[src/hdl/stq_pkg.sv]
// shared constants for the sorted timer queue
`timescale 1ns / 1ps
package stq_pkg;
	// default sizes
	localparam int DEPTH_DEF     = 16;
	localparam int TIME_BITS_DEF = 32;
	// field widths
	localparam int DELAY_W = 31;
	localparam int TAG_W   = 16;
	localparam int KIND_W  = 2;
	// most timers reported for one tick
	localparam int MAX_FIRE = 16;
	// result kinds
	localparam logic [KIND_W-1:0] KIND_ENQ   = 2'd0;
	localparam logic [KIND_W-1:0] KIND_FULL  = 2'd1;
	localparam logic [KIND_W-1:0] KIND_FIRED = 2'd2;
	// operation codes
	localparam logic FUNC_ENQ  = 1'b0;
	localparam logic FUNC_TICK = 1'b1;
endpackage

[src/hdl/sorted_timer_queue_unit.sv]
// sorted timer queue: ordered deadline store in a circular memory
`timescale 1ns / 1ps
// Timer queue of DEPTH entries, kept in order of expiry in one synchronous
// memory used as a circular buffer. An enqueue (func 0) walks the queue from
// the head, reading each entry from memory and then comparing or shifting it,
// finds its place and carries the displaced entries one slot back; its result
// is loaded once the walk reaches the tail slot and the output is free, and it
// always gives one result. A rejected enqueue gives its result once the output
// is free. A tick (func 1) advances the time and pops expired entries from the
// head, at most MAX_FIRE per tick, reading each entry and then comparing it;
// the last result of a tick has last set. A tick with nothing expired gives no
// result. One item is worked on at a time; a new item is taken while the
// previous result still waits in the output register.
module sorted_timer_queue_unit #(
	parameter int DEPTH     = stq_pkg::DEPTH_DEF,
	parameter int TIME_BITS = stq_pkg::TIME_BITS_DEF
) (
	input  logic                        clk,
	input  logic                        arst_n,
	input  logic                        in_valid,
	output logic                        in_ready,
	input  logic                        func,
	input  logic [stq_pkg::DELAY_W-1:0] delay,
	input  logic [stq_pkg::TAG_W-1:0]   tag,
	output logic                        out_valid,
	input  logic                        out_ready,
	output logic [stq_pkg::KIND_W-1:0]  kind,
	output logic [stq_pkg::TAG_W-1:0]   fired_tag,
	output logic                        last
);
	import stq_pkg::*;

	localparam int AW = $clog2(DEPTH);
	localparam int CW = $clog2(DEPTH + 1);
	localparam int EW = TIME_BITS + TAG_W;
	localparam int FW = $clog2(MAX_FIRE + 1);

	localparam logic [2:0] S_IDLE    = 3'd0;
	localparam logic [2:0] S_REJ     = 3'd1;
	localparam logic [2:0] S_INS_RD  = 3'd2;
	localparam logic [2:0] S_INS_CMP = 3'd3;
	localparam logic [2:0] S_TK_RD   = 3'd4;
	localparam logic [2:0] S_TK_CMP  = 3'd5;
	localparam logic [2:0] S_TK_END  = 3'd6;

	logic [2:0]           state_q;
	logic [TIME_BITS-1:0] now_q;
	logic [AW-1:0]        head_q;
	logic [CW-1:0]        count_q;
	logic [CW-1:0]        idx_q;
	logic                 srch_q;
	logic [EW-1:0]        new_q;
	logic [EW-1:0]        carry_q;
	logic                 pend_v_q;
	logic [TAG_W-1:0]     pend_tag_q;
	logic [FW-1:0]        fired_q;
	logic [EW-1:0]        rd_q;
	logic                 out_valid_q;
	logic [KIND_W-1:0]    kind_q;
	logic [TAG_W-1:0]     tag_q;
	logic                 last_q;

	logic [EW-1:0] mem [DEPTH];

	logic                 mem_we;
	logic                 mem_re;
	logic [AW-1:0]        mem_wa;
	logic [AW-1:0]        mem_ra;
	logic [EW-1:0]        mem_wd;
	logic [AW:0]          addr_sum;
	logic [AW-1:0]        ins_addr;
	logic [TIME_BITS-1:0] rd_dl;
	logic [TIME_BITS-1:0] ins_diff;
	logic [TIME_BITS-1:0] exp_diff;
	logic                 rd_after_new;
	logic                 rd_expired;
	logic                 out_free;
	logic                 out_load;
	logic                 in_xfer;

	assign in_xfer  = in_valid && in_ready;
	assign in_ready = (state_q == S_IDLE);
	assign out_free = !out_valid_q || out_ready;

	// physical slot of the walk index
	always_comb begin
		addr_sum = {1'b0, head_q} + {1'b0, idx_q[AW-1:0]};
		if (addr_sum >= (AW+1)'(DEPTH)) begin
			addr_sum = addr_sum - (AW+1)'(DEPTH);
		end
		ins_addr = addr_sum[AW-1:0];
	end

	// wrap-aware compares against the entry just read
	assign rd_dl        = rd_q[EW-1:TAG_W];
	assign ins_diff     = new_q[EW-1:TAG_W] - rd_dl;
	assign rd_after_new = ins_diff[TIME_BITS-1];
	assign exp_diff     = now_q - rd_dl;
	assign rd_expired   = !exp_diff[TIME_BITS-1];

	// a result enters the output register
	always_comb begin
		case (state_q)
			S_REJ:    out_load = out_free;
			S_INS_RD: out_load = (idx_q == count_q) && out_free;
			S_TK_CMP: out_load = rd_expired && pend_v_q && out_free;
			S_TK_END: out_load = pend_v_q && out_free;
			default:  out_load = 1'b0;
		endcase
	end

	// memory port control
	always_comb begin
		mem_we = 1'b0;
		mem_re = 1'b0;
		mem_wa = ins_addr;
		mem_ra = ins_addr;
		mem_wd = new_q;
		case (state_q)
			S_INS_RD: begin
				if (idx_q == count_q) begin
					mem_we = out_free;
					mem_wd = srch_q ? new_q : carry_q;
				end else begin
					mem_re = 1'b1;
				end
			end
			S_INS_CMP: begin
				if (srch_q) begin
					mem_we = rd_after_new;
					mem_wd = new_q;
				end else begin
					mem_we = 1'b1;
					mem_wd = carry_q;
				end
			end
			S_TK_RD: begin
				mem_ra = head_q;
				mem_re = (count_q != '0) && (fired_q != FW'(MAX_FIRE));
			end
			default: begin
				mem_we = 1'b0;
			end
		endcase
	end

	// entry memory
	always_ff @(posedge clk) begin
		if (mem_we) begin
			mem[mem_wa] <= mem_wd;
		end
		if (mem_re) begin
			rd_q <= mem[mem_ra];
		end
	end

	// sequencer
	always_ff @(posedge clk or negedge arst_n) begin
		if (!arst_n) begin
			state_q     <= S_IDLE;
			now_q       <= '0;
			head_q      <= '0;
			count_q     <= '0;
			idx_q       <= '0;
			srch_q      <= 1'b0;
			pend_v_q    <= 1'b0;
			fired_q     <= '0;
			out_valid_q <= 1'b0;
		end else begin
			if (out_load) begin
				out_valid_q <= 1'b1;
			end else if (out_valid_q && out_ready) begin
				out_valid_q <= 1'b0;
			end
			case (state_q)
				S_IDLE: begin
					if (in_xfer) begin
						idx_q    <= '0;
						srch_q   <= 1'b1;
						fired_q  <= '0;
						pend_v_q <= 1'b0;
						new_q    <= {TIME_BITS'(now_q + TIME_BITS'(delay)), tag};
						if (func == FUNC_TICK) begin
							now_q   <= now_q + 1'b1;
							state_q <= S_TK_RD;
						end else if (count_q == CW'(DEPTH)) begin
							state_q <= S_REJ;
						end else begin
							state_q <= S_INS_RD;
						end
					end
				end
				S_REJ: begin
					if (out_free) begin
						kind_q  <= KIND_FULL;
						tag_q   <= '0;
						last_q  <= 1'b1;
						state_q <= S_IDLE;
					end
				end
				S_INS_RD: begin
					if (idx_q == count_q) begin
						// tail slot takes the new or the carried entry
						if (out_free) begin
							count_q <= count_q + 1'b1;
							kind_q  <= KIND_ENQ;
							tag_q   <= '0;
							last_q  <= 1'b1;
							state_q <= S_IDLE;
						end
					end else begin
						state_q <= S_INS_CMP;
					end
				end
				S_INS_CMP: begin
					if (!srch_q || rd_after_new) begin
						carry_q <= rd_q;
						srch_q  <= 1'b0;
					end
					idx_q   <= idx_q + 1'b1;
					state_q <= S_INS_RD;
				end
				S_TK_RD: begin
					state_q <= mem_re ? S_TK_CMP : S_TK_END;
				end
				S_TK_CMP: begin
					if (!rd_expired) begin
						state_q <= S_TK_END;
					end else if (!pend_v_q || out_free) begin
						// previous fired entry is not the last one
						if (pend_v_q) begin
							kind_q <= KIND_FIRED;
							tag_q  <= pend_tag_q;
							last_q <= 1'b0;
						end
						pend_v_q   <= 1'b1;
						pend_tag_q <= rd_q[TAG_W-1:0];
						head_q     <= (head_q == AW'(DEPTH - 1)) ? '0 : head_q + 1'b1;
						count_q    <= count_q - 1'b1;
						fired_q    <= fired_q + 1'b1;
						state_q    <= S_TK_RD;
					end
				end
				S_TK_END: begin
					if (!pend_v_q) begin
						state_q <= S_IDLE;
					end else if (out_free) begin
						kind_q   <= KIND_FIRED;
						tag_q    <= pend_tag_q;
						last_q   <= 1'b1;
						pend_v_q <= 1'b0;
						state_q  <= S_IDLE;
					end
				end
				default: begin
					state_q <= S_IDLE;
				end
			endcase
		end
	end

	assign out_valid = out_valid_q;
	assign kind      = kind_q;
	assign fired_tag = tag_q;
	assign last      = last_q;

`ifndef SYNTHESIS
	// occupancy never exceeds the memory
	assert property (@(posedge clk) disable iff (!arst_n) count_q <= CW'(DEPTH))
		else $error("queue count above depth");
	// a tick reports no more than its limit
	assert property (@(posedge clk) disable iff (!arst_n) fired_q <= FW'(MAX_FIRE))
		else $error("too many fired timers on one tick");
	// a non-fired result carries no tag
	assert property (@(posedge clk) disable iff (!arst_n)
		out_valid && kind != KIND_FIRED |-> fired_tag == '0)
		else $error("tag on non-fired result");
	// a rejection only happens on a full queue
	assert property (@(posedge clk) disable iff (!arst_n)
		state_q == S_REJ |-> count_q == CW'(DEPTH))
		else $error("reject with room left");
`endif
endmodule
[config.mk]
export PLATFORM = sky130hd
export DESIGN_NAME = sorted_timer_queue_unit
export DESIGN_NICKNAME = d
export VERILOG_FILES = /design/src/hdl/stq_pkg.sv /design/src/hdl/sorted_timer_queue_unit.sv
export SDC_FILE = /design/constraint.sdc
export NUM_CORES = 1
export LEC_CHECK = 0
export BUFFER_PORTS_ARGS = -buffer_cell sky130_fd_sc_hd__buf_2
export CAP_MARGIN = 25
export CORE_MARGIN = 2
export CORE_UTILIZATION = 45
export DETAILED_ROUTE_END_ITERATION = 16
export PLACE_DENSITY = 0.7
export SKIP_LAST_GASP = 1
export SYNTH_ARGS = -nofsm -noshare
export SYNTH_HDL_FRONTEND = slang
export SYNTH_SLANG_ARGS = --single-unit
[constraint.sdc]
create_clock -name clk -period 9.9 [get_ports clk]
set_clock_uncertainty 0.1 [all_clocks]
set_input_delay 1.98 -clock clk [delete_from_list [all_inputs] [get_ports clk]]
set_output_delay 1.98 -clock clk [all_outputs]
set_load 0.05 [all_outputs]
==> results of run 1 <==
==> cell usage in the layout (no fill, tap or decap), drive strengths merged, types with 11 or more instances in the layout <==
cell type / netlist / final
o21a: 11 / 11
nor4: 13 / 13
nand3: 32 / 32
and3: 18 / 18
and2: 118 / 118
mux2: 53 / 53
edfxtp: 947 / 947
nor2: 47 / 47
clkinv: 0 / 39
nand4: 13 / 13
a31oi: 101 / 101
dfrtp: 57 / 57
clkbuf: 140 / 127
inv: 55 / 58
a21oi: 154 / 154
a21o: 43 / 43
nor2b: 107 / 107
xnor2: 52 / 52
xor2: 21 / 21
ha: 102 / 102
o21ai: 35 / 35
mux2i: 104 / 104
nor3: 24 / 24
nand2: 262 / 262
a211oi: 339 / 339
buf: 28 / 119
==> final cells by class <==
type | instances | area share, %
repair buffers | 119 | 1.712
clock buffers | 127 | 5.593
clock inverters | 55 | 0.9795
inverters | 55 | 0.4333
well taps | 1254 | 3.293
multi-input cells | 1724 | 25.31
flip-flops and latches | 1004 | 62.68
==> sequential cells by signal, indices dropped and copies added, names as in the netlist <==
signal,flops
count_q,5
mem,768
srch_q,1
out_valid,1
last,1
head_q,4
fired_tag,16
fired_q,5
new_q,48
kind,2
state_q,3
pend_tag_q,16
now_q,32
carry_q,48
rd_q,48
idx_q,5
pend_v_q,1
==> through the flow <==
step / hold WS (ns) / utilization, % / area [um^2]
after detailed placement: 0.3325 / 47.47 / 44440
after global placement: 0.3302 / 47.47 / 44440
after global routing: 0.3491 / 50.90 / 47650
final: 0.3428 / 50.90 / 47650
after CTS: 0.3389 / 50.82 / 47570
after floorplan: 0.3215 / - / 42600
==> cell families (layout without fill, tap and decap cells) <==
group	Yosys count	count (layout)
xor+xnor	73	73
fa+ha+maj	105	105
mux	157	157
flops	1004	1004
buf+inv	223	356
compound gates	728	728
simple gates	661	661
==> synth_stat cells, drive strengths merged, types with 3 or more instances <==
cell    number  area [um^2]
o21bai       4        30.03
a21o        43        322.8
buf         28        130.1
o21a        11        82.58
and2       118        738.2
nand3       32        160.2
o211ai       5        37.54
nor4b        3        26.28
a211oi     339         2545
and3        18        112.6
or3          4        25.02
nor2        47        176.4
nor2b      107        669.4
nor3        24        125.1
a31oi      101        646.9
dfrtp       57         1426
edfxtp     947        28440
a221oi       3        26.28
xor2        21        183.9
and4         6        52.55
inv         55        206.5
nor4        13        81.33
o31ai        3        22.52
nand3b       4        30.03
nand4       13        81.33
o21ai       35        178.9
mux2i      104         1041
ha         102         1276
a311oi       3        26.28
mux2        53        596.8
xnor2       52        455.4
clkbuf     140        525.5
nand2      262        983.4
nand2b       9        56.30
a21oi      154        770.7
fa           3        60.06
==> worst max-delay path: cells and delay by family (launching register included) <==
family                     cells  cell delay [ns]
and+or+nand+nor                1             0.76
adders and majority gates      1             0.23
DFF                            1             0.38
muxes                          1             0.21
AOI/OAI and AO/OA              6             1.39
buffers and inverters          3             1.08
==> per-layer routing <==
metal  vias to the layer above  global-route usage (%)  share of wire [%]
met5                         -                       0              0.030
met4                         6                   6.250                2.4
met3                       150                   3.068                7.0
met2                       831                   30.71                 46
met1                     12717                   28.66                 44
li1                      11517                       -                  -
==> power groups by stage <==
stage,clock network [W],registers (W),logic [W]
6_report,0.00364,0.00538,0.00537
2_1_floorplan,0,0.00541,0.00393
3_5_place_dp,0,0.00546,0.00530
5_1_grt,0.00387,0.00541,0.00591
3_3_place_gp,0,0.00546,0.00522
4_1_cts,0.00369,0.00538,0.00533
==> worst max path at each step <==
stage / end / slack (ns) / depth (start not counted)
floorplan: mem[0][0]$_DFFE_PP_ / 1.60 / 6
CTS: mem[14][37]$_DFFE_PP_ / 5.22 / 12
global route: mem[14][37]$_DFFE_PP_ / 5.08 / 12
global placement: new_q[46]$_DFFE_PP_ / 4.71 / 13
detailed placement: new_q[46]$_DFFE_PP_ / 4.69 / 13
finish: mem[14][4]$_DFFE_PP_ / 5.33 / 12
==> summary.md, run 1 <==
| Metric | Value |
|---|---|
| Mux cell area share after synthesis | 3.845% |
| Detailed-route DRC error count | 0 |
| Tmin final | 4.568 ns |
| CP Launch Type | flop |
| I/O Pins | 73 |
| Pwr Density | 302.2 mW/mm^2 |
| Die area | 0.09714 mm^2 |
| Worst reg2reg setup slack | 5.33 ns |
| Final setup TNS | 0 ns |
| Mapped Cells | between 2000 and 3000 |
| VDD IR max | 0.4512 mV |
| Largest family of logic cells by synthesized area | compound AO/OA/AOI/OAI gates |
| Finished Layout Cells | 4338 |
| Die H | 311.7 um |
| Final worst setup slack | 5.332 ns |
| Switching Fraction | a little under two fifths |
| Avg WL per Cell | between 20 and 25 um |
| Initial antenna violation count | 4 |
| Vias per std cell | 5.814 |
| CTS tree | yes |
| Critical path class | flop to flop |
| Syn nets | 3108 |
| Worst path arrival time | 4.75 ns |
| RSZ-0062 raised after global routing | no |
| Status | finished, final reports clean |
| Post-synthesis async set-or-reset flop share | 5.677% |
| Final WL | a little under 100 mm |
| HPWL after detailed placement | 50.33 mm |
| Reg2reg end | mem[14][4]$_DFFE_PP_ |
| Post-synth top flop | edfxtp_1 |
| Final net count | 3159 |
| Postcts setup bufs | 0 |
| Synthesized cell area | ~0.043 mm^2 |
| Synthesized area per cell | 14.44 um^2 |
| TritonCTS Buffers | 98 |
| CTS root buffer | clkbuf_16 |
| Routed vias | 25221 |
| Area used by multi-input combinational logic | 0.01206 mm^2 |
| Area fraction in and, or, nand and nor cells after synthesis | 7.813% |
| Slew @ Worst Pin | between 1 and 1.5 ns |
| Post-CTS Hold Buffers | 0 |
| Clock Path Buffers | 3 |
| CP max stage cell | nor3_2 |
| Clock group share of total power | 25.3% |
| Synth warn | 0 |
| Largest net degree at the start of global routing | between 200 and 300 |
| Dpl ws | 4.685 ns |
| WHS Path Cells | 0 |
| Slowest stage delay, CP | 0.76 ns |
| Antenna Nets Post-Route | 0 |
| Clock Latency Late Sink | 0.66 ns |
| Cell Int Power | about 0.0090 W |
| Sequential-to-total area share from yosys stat | 70.10% |
| First-pass GRT wire length | 146.5 mm |
| Placed Cells | 4153 |
| Reg power frac | 37.4% |
| Adder-Cell Fraction of Synth Area | about 3.1% |
| Psw | between 0.005 and 0.006 W |
| Post-synthesis compound-gate area fraction | 11.58% |
| Cell row count | 112 |
| Comb power frac | 37.3% |
| Reg clk slew, reported paths | 0.06 ns |
| Fin. max-slew vios | 0 |
| Endpoints failing setup | 0 |
| Static leakage | 16.46 nW |
| Die width | 311.7 um |
| Netlist cell types | 61 |
| Core ar. | 0.09361 mm^2 |
| Total chip power | between 0.01 and 0.015 W |
| Starting Density | 45.51% |
| Synthesis-stage register bit count | 1004 |
| Worst slew margin | approximately 14% |
| Crit Path Max Fanout | 39 |
| Fillers | 7790 |
| H-tree Lvls | 3 |
| Gr usage total | 19.76% |
| Max frequency | 218.9 MHz |
| Share of cells above drive strength 1 | between 10 and 15% |
| Register area | between 0.02 and 0.03 mm^2 |
| Cell Chain, Critical Path | inv_1, ha_1, a21o_1, a21oi_1, o21ai_0, a211o_1, a21oi_1, o21ai_0, mux2i_2, buf_4, nor3_2, buf_4 |
| R2R depth | 12 |
| Worst path required time | 10.08 ns |
| Hold_sp | rd_q[28]$_DFFE_PP_ |
| Crit path launch | rd_q[17]$_DFFE_PP_ |
| Vias in the first global route | 24065 |
| Area grow syn2layout | 11.84% |
| Post-CTS sizing | 0 |
| Max-cap violations | 0 |
| Worst flop-to-flop path startpoint | rd_q[17]$_DFFE_PP_ |
| GRT overflow | 0 |
| Final Cycle Share | 46.14% |
| Num Clock Sinks | 1004 |
| Sink of the worst hold path | carry_q[28]$_DFFE_PP_ |
| EDFF count, synth | 947 |
| TritonRoute pass-1 iters | 5 |
| Worst setup EP type | flop |
| Fin. Hold Viols | 0 |
| I/O Buffers | 72 |
| # diodes | 0 |
| Routability cong. | approximately 0.83 |
| Initial DRC count | 2502 |
| Worst min path class | flop to flop |
| Post-synthesis xor/xnor area fraction | 1.501% |
Note: power is estimated with default switching activity, not from simulation.
==> run 2: changes to the inputs <==
==> constraint.sdc (replaced) <==
create_clock -name clk -period 4.7 [get_ports clk]
set_clock_uncertainty 0.1 [all_clocks]
set_input_delay 0.94 -clock clk [delete_from_list [all_inputs] [get_ports clk]]
set_output_delay 0.94 -clock clk [all_outputs]
set_load 0.05 [all_outputs]
==> summary.md, run 2 (synthesized netlist as in run 1, its figures left out) <==
| Metric | Value |
|---|---|
| Finished Layout Cells | 4374 (was 4338) |
| Cell Int Power | 0.01962 W (was 0.009030 W) |
| VDD IR max | 0.5052 mV (was 0.4512 mV) |
| CTS root buffer | clkbuf_16 (unchanged) |
| Psw | 0.01156 W (was 0.005367 W) |
| Die H | 311.7 um (unchanged) |
| Commonest non-fill, non-tap cell in the layout | edfxtp_1 (unchanged) |
| Static leakage | 16.72 nW (was 16.46 nW) |
| Die area | 0.09714 mm^2 (unchanged) |
| Critical path endpoint | mem[9][15]$_DFFE_PP_ (was mem[14][4]$_DFFE_PP_) |
| Switching Fraction | 37.08% (was 37.28%) |
| RSZ-0062 raised after global routing | no (unchanged) |
| Final WL | 96.30 mm (was 97.36 mm) |
| Most frequent cells in the layout | edfxtp_1, a211oi_1, nand2_1 (unchanged) |
| Register area | 0.02986 mm^2 (unchanged) |
| Finished Cell Area | 0.04822 mm^2 (was 0.04765 mm^2) |
| Routed vias | 25056 (was 25221) |
| CP Launch Type | flop (unchanged) |
| Initial DRC count | 2222 (was 2502) |
| WP depth | 10 (was 12) |
| First-pass GRT wire length | 147.0 mm (was 146.5 mm) |
| Crit path launch | new_q[17]$_DFFE_PP_ (was rd_q[17]$_DFFE_PP_) |
| Largest net degree at the start of global routing | 110 (was 254) |
| Post-CTS sizing | 0 (unchanged) |
| Crit Path Max Fanout | 48 (was 39) |
| TritonRoute pass-1 iters | 5 (unchanged) |
| GRT overflow | 0 (unchanged) |
| HPWL after detailed placement | 55.73 mm (was 50.33 mm) |
| Area used by multi-input combinational logic | 0.01215 mm^2 (was 0.01206 mm^2) |
| Pwr Density | 646.5 mW/mm^2 (was 302.2 mW/mm^2) |
| H-tree Lvls | 3 (unchanged) |
| Post-CTS Hold Buffers | 0 (unchanged) |
| Fin. Hold Viols | 0 (unchanged) |
| Endpoints failing setup | 0 (unchanged) |
| Share of cells above drive strength 1 | 11.89% (was 11.15%) |
| Detailed-route DRC error count | 0 (unchanged) |
| CP max stage cell | buf_4 (was nor3_2) |
| Final net count | 3192 (was 3159) |
| I/O Pins | 73 (unchanged) |
| Biggest register | mem (unchanged) |
| Worst slew margin | 29.97% (was 13.54%) |
| Worst min path class | input pin to asynchronous set/reset pin (was flop to flop) |
| Placed Cells | 4186 (was 4153) |
| # diodes | 0 (unchanged) |
| Die width | 311.7 um (unchanged) |
| Max-cap violations | 0 (unchanged) |
| Fin. max-slew vios | 0 (unchanged) |
| Postcts setup bufs | 0 (unchanged) |
| Slowest stage delay, CP | 0.82 ns (was 0.76 ns) |
| Reg clk slew, reported paths | 0.06 ns (about the same) |
| Worst path required time | 4.87 ns (was 10.08 ns) |
| Antenna Nets Post-Route | 0 (unchanged) |
| Max reg flops | 768 (unchanged) |
| Final Cycle Share | 86.42% (was 46.14%) |
| Core Util, Final | 51.51% (was 50.90%) |
| Clock group share of total power | 25.2% (was 25.3%) |
| Comb power frac | 38.6% (was 37.3%) |
| Worst setup EP type | flop (unchanged) |
| Tmin final | 4.062 ns (was 4.568 ns) |
| Area grow syn2layout | 13.19% (was 11.84%) |
| Vias in the first global route | 24528 (was 24065) |
| Critical path buffers and inverters | 1 (was 3) |
| Avg WL per Cell | 22.02 um (was 22.44 um) |
| Max frequency | 246.2 MHz (was 218.9 MHz) |
| Clock Latency Late Sink | 0.66 ns (about the same) |
| R2R depth | 10 (was 12) |
| Clock Path Buffers | 3 (unchanged) |
| Crit path max-delay family | compound AO/OA/AOI/OAI gates (unchanged) |
| Fillers | 7647 (was 7790) |
| Core ar. | 0.09361 mm^2 (unchanged) |
| Critical path class | flop to flop (unchanged) |
| Gr usage total | 19.65% (was 19.76%) |
| Slew @ Worst Pin | 1.028 ns (was 1.297 ns) |
| Cell row count | 112 (unchanged) |
| Cell Chain, Critical Path | ha_1, a21o_1, a21oi_1, o21ai_0, a211o_1, a21oi_1, o21ai_0, mux2i_4, nor3_2, buf_4 (was inv_1, ha_1, a21o_1, a21oi_1, o21ai_0, a211o_1, a21oi_1, o21ai_0, mux2i_2, buf_4, nor3_2, buf_4) |
| Reg power frac | 36.2% (was 37.4%) |
| Reg2reg end | mem[9][15]$_DFFE_PP_ (was mem[14][4]$_DFFE_PP_) |
| CTS tree | yes (unchanged) |
| Worst path arrival time | 4.23 ns (was 4.75 ns) |
| Starting Density | 45.51% (unchanged) |
| Initial antenna violation count | 4 (unchanged) |
| Routability cong. | 0.8806 (was 0.8333) |
| Worst reg2reg setup slack | 0.64 ns (was 5.33 ns) |
| Num Clock Sinks | 1004 (unchanged) |
| TritonCTS Buffers | 101 (was 98) |
| Status | finished, final reports clean (unchanged) |
| Vias per std cell | 5.728 (was 5.814) |
| DP Area | 0.04499 mm^2 (was 0.04444 mm^2) |
| I/O Buffers | 72 (unchanged) |
| Worst flop-to-flop path startpoint | new_q[17]$_DFFE_PP_ (was rd_q[17]$_DFFE_PP_) |
run 2: cell types whose count changed in the layout (fill, tap and decap cells not counted), moves of 2 or more:
cell | before | now
buf_12 | 5 | 21
clkinv_1 | 19 | 24
clkbuf_8 | 4 | 0
nor4b_2 | 3 | 0
clkinv_2 | 18 | 15
bufinv_16 | 6 | 10
clkinv_8 | 2 | 0
clkbuf_1 | 22 | 28
buf_16 | 2 | 0
buf_4 | 40 | 56
nor4_4 | 0 | 5
nor4b_4 | 0 | 3
clkinvlp_4 | 7 | 4
nor4_2 | 5 | 0
run 2: power groups by stage:
stage,logic (W),registers (W),clock network (W)
global placement,0.0118,0.0114,0
CTS,0.0121,0.0113,0.00798
floorplan,0.00830,0.0114,0
detailed placement,0.0120,0.0115,0
global route,0.0132,0.0113,0.00833
finish,0.0120,0.0113,0.00786
run 2: through the flow:
step | hold slack, ns | power [W] | setup TNS, ns | setup slack [ns]
final | 0.1945 | 0.03117 | 0 | 0.6381
after floorplan | 0.3215 | 0.01969 | -779.56 | -1.426
after detailed placement | 0.3326 | 0.02345 | 0 | 0.5573
after global routing | 0.2239 | 0.03292 | 0 | 0.4815
after global placement | 0.3300 | 0.02323 | 0 | 0.5923
after CTS | 0.1782 | 0.03133 | 0 | 0.6199
run 2: how the worst min path moves through the flow:
stage | from | end | slack, ns | cells after the start
after detailed placement | rd_q[42]$_DFFE_PP_ | carry_q[42]$_DFFE_PP_ | 0.33 | 0
after global placement | rd_q[43]$_DFFE_PP_ | carry_q[43]$_DFFE_PP_ | 0.33 | 0
after global routing | arst_n | head_q[3]$_DFFE_PN0P_ | 0.22 | 1
after CTS | arst_n | head_q[3]$_DFFE_PN0P_ | 0.18 | 1
after floorplan | rd_q[0]$_DFFE_PP_ | carry_q[0]$_DFFE_PP_ | 0.32 | 0
final | arst_n | head_q[3]$_DFFE_PN0P_ | 0.19 | 1
run 2: layout make-up:
cell class | instances | area share [%]
Clock buffer | 130 | 5.511
Inverter | 55 | 0.4281
Timing Repair Buffer | 149 | 2.491
Multi-Input combinational cell | 1724 | 25.19
Clock inverter | 58 | 1.191
Tap cell | 1254 | 3.254
Sequential cell | 1004 | 61.93
run 2: per-layer routing:
layer	track usage, %	routed length, um	vias up
met5	0	23	-
met4	5.463	2236	4
met1	28.10	42570	12559
met2	30.70	44300	760
met3	3.880	7177	159
li1	-	-	11574
